### src/cpc_pkg.sv
// Shared constants, codes and control types of the convex polygon point cover block.
// Depends on nothing; used by every other file of the block but the assertion macros header.
package cpc_pkg;

    localparam int MAX_VERTICES = 64;
    localparam int COORD_BITS   = 24;

    localparam int VADDR_W  = $clog2(MAX_VERTICES);
    localparam int CNT_W    = 7;
    localparam int CMP_W    = CNT_W + VADDR_W + 1;
    localparam int VERT_W   = 2 * COORD_BITS;
    localparam int TOL_W    = 48;
    localparam int OPND_W   = COORD_BITS + 1;
    localparam int PROD_W   = 2 * OPND_W;
    localparam int TERM_W   = PROD_W + 1;
    localparam int ACC_W    = PROD_W + VADDR_W + 2;
    localparam int FIN_W    = ACC_W + 1;
    localparam int FINCMP_W = (FIN_W > TOL_W) ? FIN_W : TOL_W;
    localparam int MIN_RING = 3;

    // Request codes carried by req_type.
    localparam logic [1:0] REQ_OUTER = 2'd0;
    localparam logic [1:0] REQ_INNER = 2'd1;
    localparam logic [1:0] REQ_QUERY = 2'd2;

    // Configuration register indexes.
    localparam logic [1:0] CFG_OUTER_COUNT = 2'd0;
    localparam logic [1:0] CFG_INNER_COUNT = 2'd1;
    localparam logic [1:0] CFG_TOLERANCE   = 2'd2;

    typedef enum logic [1:0] {
        OPS_DIFF_B,
        OPS_DIFF_C,
        OPS_BY_CX,
        OPS_BX_CY
    } opsel_t;

    typedef enum logic [1:0] {
        TERM_HOLD,
        TERM_LOAD,
        TERM_SUB
    } term_op_t;

    typedef enum logic [2:0] {
        FIN_HOLD,
        FIN_SHOE_ABS,
        FIN_DIFF,
        FIN_ABS,
        FIN_CMP
    } fin_op_t;

    typedef struct packed {
        opsel_t   opsel;
        term_op_t term_op;
        logic     acc_clear;
        logic     tri_add;
        logic     shoe_add;
        logic     shoe_sub;
        fin_op_t  fin_op;
    } ctl_t;

endpackage

### src/cpc_edge_unit.sv
// Shared multiply-accumulate unit: one signed multiplier, edge term, ring sums and final compare.
// Depends on cpc_pkg for widths and the control struct.
module cpc_edge_unit (
    input  logic                                   clk,
    input  logic                                   rst_n,
    input  cpc_pkg::ctl_t                          ctl,
    input  logic signed [cpc_pkg::COORD_BITS-1:0]  b_x,
    input  logic signed [cpc_pkg::COORD_BITS-1:0]  b_y,
    input  logic signed [cpc_pkg::COORD_BITS-1:0]  c_x,
    input  logic signed [cpc_pkg::COORD_BITS-1:0]  c_y,
    input  logic signed [cpc_pkg::COORD_BITS-1:0]  p_x,
    input  logic signed [cpc_pkg::COORD_BITS-1:0]  p_y,
    input  logic        [cpc_pkg::TOL_W-1:0]       tol,
    output logic                                   match
);

    logic signed [cpc_pkg::OPND_W-1:0] opa_reg;
    logic signed [cpc_pkg::OPND_W-1:0] opb_reg;
    logic signed [cpc_pkg::OPND_W-1:0] opa_next;
    logic signed [cpc_pkg::OPND_W-1:0] opb_next;
    logic signed [cpc_pkg::PROD_W-1:0] prod_reg;
    logic signed [cpc_pkg::TERM_W-1:0] term_reg;
    logic        [cpc_pkg::TERM_W-1:0] term_mag;
    logic        [cpc_pkg::ACC_W-1:0]  tri_reg;
    logic signed [cpc_pkg::ACC_W-1:0]  shoe_reg;
    logic signed [cpc_pkg::FIN_W-1:0]  fin_reg;
    logic                              match_reg;

    // Operand selection: point-relative differences for the triangle term,
    // raw coordinates for the shoelace term.
    always_comb
    begin
        case (ctl.opsel)
            cpc_pkg::OPS_DIFF_B:
            begin
                opa_next = cpc_pkg::OPND_W'(b_x) - cpc_pkg::OPND_W'(p_x);
                opb_next = cpc_pkg::OPND_W'(c_y) - cpc_pkg::OPND_W'(p_y);
            end
            cpc_pkg::OPS_DIFF_C:
            begin
                opa_next = cpc_pkg::OPND_W'(c_x) - cpc_pkg::OPND_W'(p_x);
                opb_next = cpc_pkg::OPND_W'(b_y) - cpc_pkg::OPND_W'(p_y);
            end
            cpc_pkg::OPS_BY_CX:
            begin
                opa_next = cpc_pkg::OPND_W'(b_y);
                opb_next = cpc_pkg::OPND_W'(c_x);
            end
            cpc_pkg::OPS_BX_CY:
            begin
                opa_next = cpc_pkg::OPND_W'(b_x);
                opb_next = cpc_pkg::OPND_W'(c_y);
            end
            default:
            begin
                opa_next = '0;
                opb_next = '0;
            end
        endcase
    end

    assign term_mag = term_reg[cpc_pkg::TERM_W-1] ? cpc_pkg::TERM_W'(-term_reg)
                                                  : cpc_pkg::TERM_W'(term_reg);

    always_ff @(posedge clk)
    begin
        opa_reg  <= opa_next;
        opb_reg  <= opb_next;
        prod_reg <= opa_reg * opb_reg;

        case (ctl.term_op)
            cpc_pkg::TERM_LOAD: term_reg <= cpc_pkg::TERM_W'(prod_reg);
            cpc_pkg::TERM_SUB:  term_reg <= term_reg - cpc_pkg::TERM_W'(prod_reg);
            default:            term_reg <= term_reg;
        endcase

        if (ctl.acc_clear)
        begin
            tri_reg  <= '0;
            shoe_reg <= '0;
        end
        else
        begin
            if (ctl.tri_add)
            begin
                tri_reg <= tri_reg + cpc_pkg::ACC_W'(term_mag);
            end
            if (ctl.shoe_add)
            begin
                shoe_reg <= shoe_reg + cpc_pkg::ACC_W'(prod_reg);
            end
            else if (ctl.shoe_sub)
            begin
                shoe_reg <= shoe_reg - cpc_pkg::ACC_W'(prod_reg);
            end
        end

        case (ctl.fin_op)
            cpc_pkg::FIN_SHOE_ABS:
            begin
                fin_reg <= shoe_reg[cpc_pkg::ACC_W-1] ? -cpc_pkg::FIN_W'(shoe_reg)
                                                      : cpc_pkg::FIN_W'(shoe_reg);
            end
            cpc_pkg::FIN_DIFF: fin_reg <= $signed({1'b0, tri_reg}) - fin_reg;
            cpc_pkg::FIN_ABS:  fin_reg <= fin_reg[cpc_pkg::FIN_W-1] ? -fin_reg : fin_reg;
            default:           fin_reg <= fin_reg;
        endcase
    end

    always_ff @(posedge clk or negedge rst_n)
    begin
        if (!rst_n)
        begin
            match_reg <= 1'b0;
        end
        else if (ctl.fin_op == cpc_pkg::FIN_CMP)
        begin
            match_reg <= cpc_pkg::FINCMP_W'($unsigned(fin_reg))
                         <= cpc_pkg::FINCMP_W'(tol);
        end
    end

    assign match = match_reg;

endmodule

### config.mk
export PLATFORM = sky130hd
export DESIGN_NAME = cpc_edge_unit
export DESIGN_NICKNAME = d
export VERILOG_FILES = /design/src/cpc_pkg.sv /design/src/cpc_edge_unit.sv
export SDC_FILE = /design/constraint.sdc
export NUM_CORES = 2
export LEC_CHECK = 0
export ABC_CLOCK_PERIOD_IN_PS = 10700
export BUFFER_PORTS_ARGS = -buffer_cell sky130_fd_sc_hd__buf_4
export CAP_MARGIN = 20
export CORE_ASPECT_RATIO = 1.25
export CORE_MARGIN = 3
export CORE_UTILIZATION = 34
export CTS_CLUSTER_DIAMETER = 50
export CTS_CLUSTER_SIZE = 20
export DETAILED_ROUTE_END_ITERATION = 12
export PLACE_DENSITY = 0.46
export REMOVE_ABC_BUFFERS = 1
export SLEW_MARGIN = 20
export SYNTH_ARGS = -nofsm -noshare
export SYNTH_HDL_FRONTEND = slang
export SYNTH_SLANG_ARGS = --single-unit
### constraint.sdc
create_clock -name clk -period 10.7 [get_ports clk]
set_clock_uncertainty 0.2 [all_clocks]
set_input_delay 0.535 -clock clk [delete_from_list [all_inputs] [get_ports clk]]
set_output_delay 0.535 -clock clk [all_outputs]
set_load 0.03 [all_outputs]
==> impl_metrics.yaml <==
global_routing:
  grt_usage: 0.196
  grt_max_degree: 76
  overflow: 0
  antenna_found_initial: 1
  grt_pass1_vias: 48977
  grt_pass1_wl_um: 266000
sta:
  rsz0062_at_grt: "false"
  fmax_mhz: 115
  finalSetupTns_ps: 0
  hold_viol_final: 0
  fin_crit_sh: 0.809
  setup_violations: 0
  drv_slew: 0
  slew_headroom: 0.234
  layout_min_cycle_time_ps: 8660
  worstMarginPinSlew_ps: 1150
die:
  die_h_um: 458
  fp.coreArea_mm2: 0.162
  fp.dieW_um: 368
  die-area_mm2: 0.168
  start_util: 0.343
  placementRows: 165
  io_pins: 206
clocking:
  clkLatencyLatePin_ps: 680
  cts_resized: 0
  clk_path_buf_depth: 3
  cts_buffers: 59
  cts_htree_levels: 2
  postCtsSetupBuffers: 0
  cts_root_buffer: "clkbuf_16"
  cts_tree: "built"
  clk_pin_slew_ps: 60
  cts_sinks: 327
synth:
  async_flop_share: 0.00306
  yosys.area_share.simple: 0.186
  synth_most_common_cell: "inv_1"
  synth-edff-count: 110
  synth_cell_type_count: 82
  synth_cells: 6728
  synth_adder_area_share: 0.342
  synth_mux_area_frac: 0.0185
  avgSynthCellArea_um2: 8.26
  synth_top_family_by_area: "adder cells"
  synth_common_cells: "inv_1, nand2_1, fa_1"
  synth_compound_area_frac: 0.161
  synth_top_cell_by_area: "fa_1"
  ys_warn_count: 0
  synth_xor_area_frac: 0.0703
  seq_area_frac_synth: 0.138
  ys_ff_latch: 327
  synth_area_mm2: 0.0556
  synth_area_leaders: "fa_1, ha_1, dfxtp_1, inv_1, edfxtp_1"
  yosysTopAreaCellShare: 0.239
  synthFlopType: "dfxtp_1"
worst_setup_path:
  cp_data_required_time_ps: 11060
  ff2ff_setup_slack_ps: 2040
  cp.arrival_ps: 9010
  critPathKind: "flop to flop"
  worstPathCellList: "nand2_1 > inv_1 > fa_1 > fa_1 > inv_1 > fa_1 > inv_1 > fa_1 > fa_1 > fa_1 > fa_1 > ha_1 > and3_1 > and4_1 > a221oi_1 > o21ai_0 > a221o_1 > o2111ai_1 > nand3_1 > and3_1 > a211oi_1"
  cp-end-kind: "flop"
  cp_max_fo: 25
  cpMostUsedCell: "fa_1"
  critPathLaunchType: "flop"
  slowest_stage: "fa_1"
  cp_slowest_stage_delay_ps: 970
flow_run:
  cap_violations: 0
drt:
  vias: 46164
  ant_nets: 0
  route.detailed.drc: 0
  dr.first_iter.drc_count: 2267
  routed_wl_um: 165000
  first_pass_iters: 5
  wire_per_inst_um: 18.2
  routed_via_density: 5.08
layout:
  fillers: 16795
  multiInputGateArea_mm2: 0.0433
  drive_above_1_share: 0.0697
  final_cell_area_mm2: 0.0623
  nets: 8192
  largest_reg_flops: 59
  seq_area_mm2: 0.00766
  syn_to_final_growth_pct: 12.1
placement:
  postPlaceCellArea_mm2: 0.0594
  place.gp.congestion: 0.906
  hpwl_um: 137000
  io_buffers: 205
hold_path:
  hp-class: "primary input to flop"
run_status:
  status: "finished, final reports clean"
-- through the flow --
step                hold WS (ps)  cells   util  worst slack [ps]
finish                      55.8   9087  0.384              2040
global route                45.7   9087  0.384              1520
floorplan                   39.4   6447      -              3320
CTS                       0.0818   9084  0.384              1930
detailed placement           111   8898  0.366              1950
global placement             112   8898  0.366              2070
-- cell families after synthesis --
| family | count (synthesis) |
|---|---|
| compound gates | 1389 |
| xor+xnor | 446 |
| fa+ha+maj | 1122 |
| buf+inv | 1245 |
| flops | 327 |
| mux | 99 |
| simple gates | 2100 |
-- metal layers --
layer | vias up | global-route usage | routed length, um
li1 | 22837 | - | -
met1 | 22289 | 0.248 | 73600
met2 | 799 | 0.350 | 80800
met3 | 239 | 0.0170 | 4980
met4 | 0 | 0.0642 | 5740
met5 | - | 0 | 0
-- repair_timing --
action	CTS	global route
endpoints found under the hold margin	41	0
hold buffers	75	0
endpoints found under the setup margin	0	0
-- critical path: cells and delay by family, from the launching register on --
| family | cells | cell delay, ps |
|---|---|---|
| fa+ha+maj | 8 | 4590 |
| simple gates | 5 | 930 |
| compound gates | 5 | 1250 |
| flops | 1 | 850 |
| buf+inv | 3 | 730 |
-- area by class of cell --
type,instances,area share
diodes,1,0.0000402
clock buffers,69,0.0258
clock inverters,42,0.00842
inverters,964,0.0581
multi-input cells,5156,0.695
flip-flops and latches,327,0.123
well taps,2171,0.0436
repair buffers,357,0.0463
-- cell usage in the layout (no fill, tap or decap), types with 101 or more instances in the layout --
cell      Yosys  layout
inv_1       961     960
buf_4         0     280
dfxtp_1     216     212
fa_1        664     664
o21ai_0     308     308
edfxtp_1    110     110
nand3_1     119     119
ha_1        458     457
a21o_1      170     170
a21oi_1     369     369
xnor2_1     315     315
and2_1      325     325
nor2_1      311     308
nand2_1     803     803
nor3_1      101     101
xor2_1      131     131
-- path summary, 6_finish.rpt --
path / from / end / cells after the start
max: opa_reg[24]$_DFF_P_ / prod_reg[49]$_DFF_P_ / 21
min: b_x[22] / opa_reg[22]$_DFF_P_ / 4
max reg2reg: opa_reg[24]$_DFF_P_ / prod_reg[49]$_DFF_P_ / 21
min reg2reg: match$_DFFE_PN0N_ / match$_DFFE_PN0N_ / 2
max in group asynchronous: rst_n / match$_DFFE_PN0N_ / 3
min in group asynchronous: rst_n / match$_DFFE_PN0N_ / 3
Power is left out: the tool's default activity adds up to more than one toggle a clock period on the data nets, which glitch-free logic cannot reach.
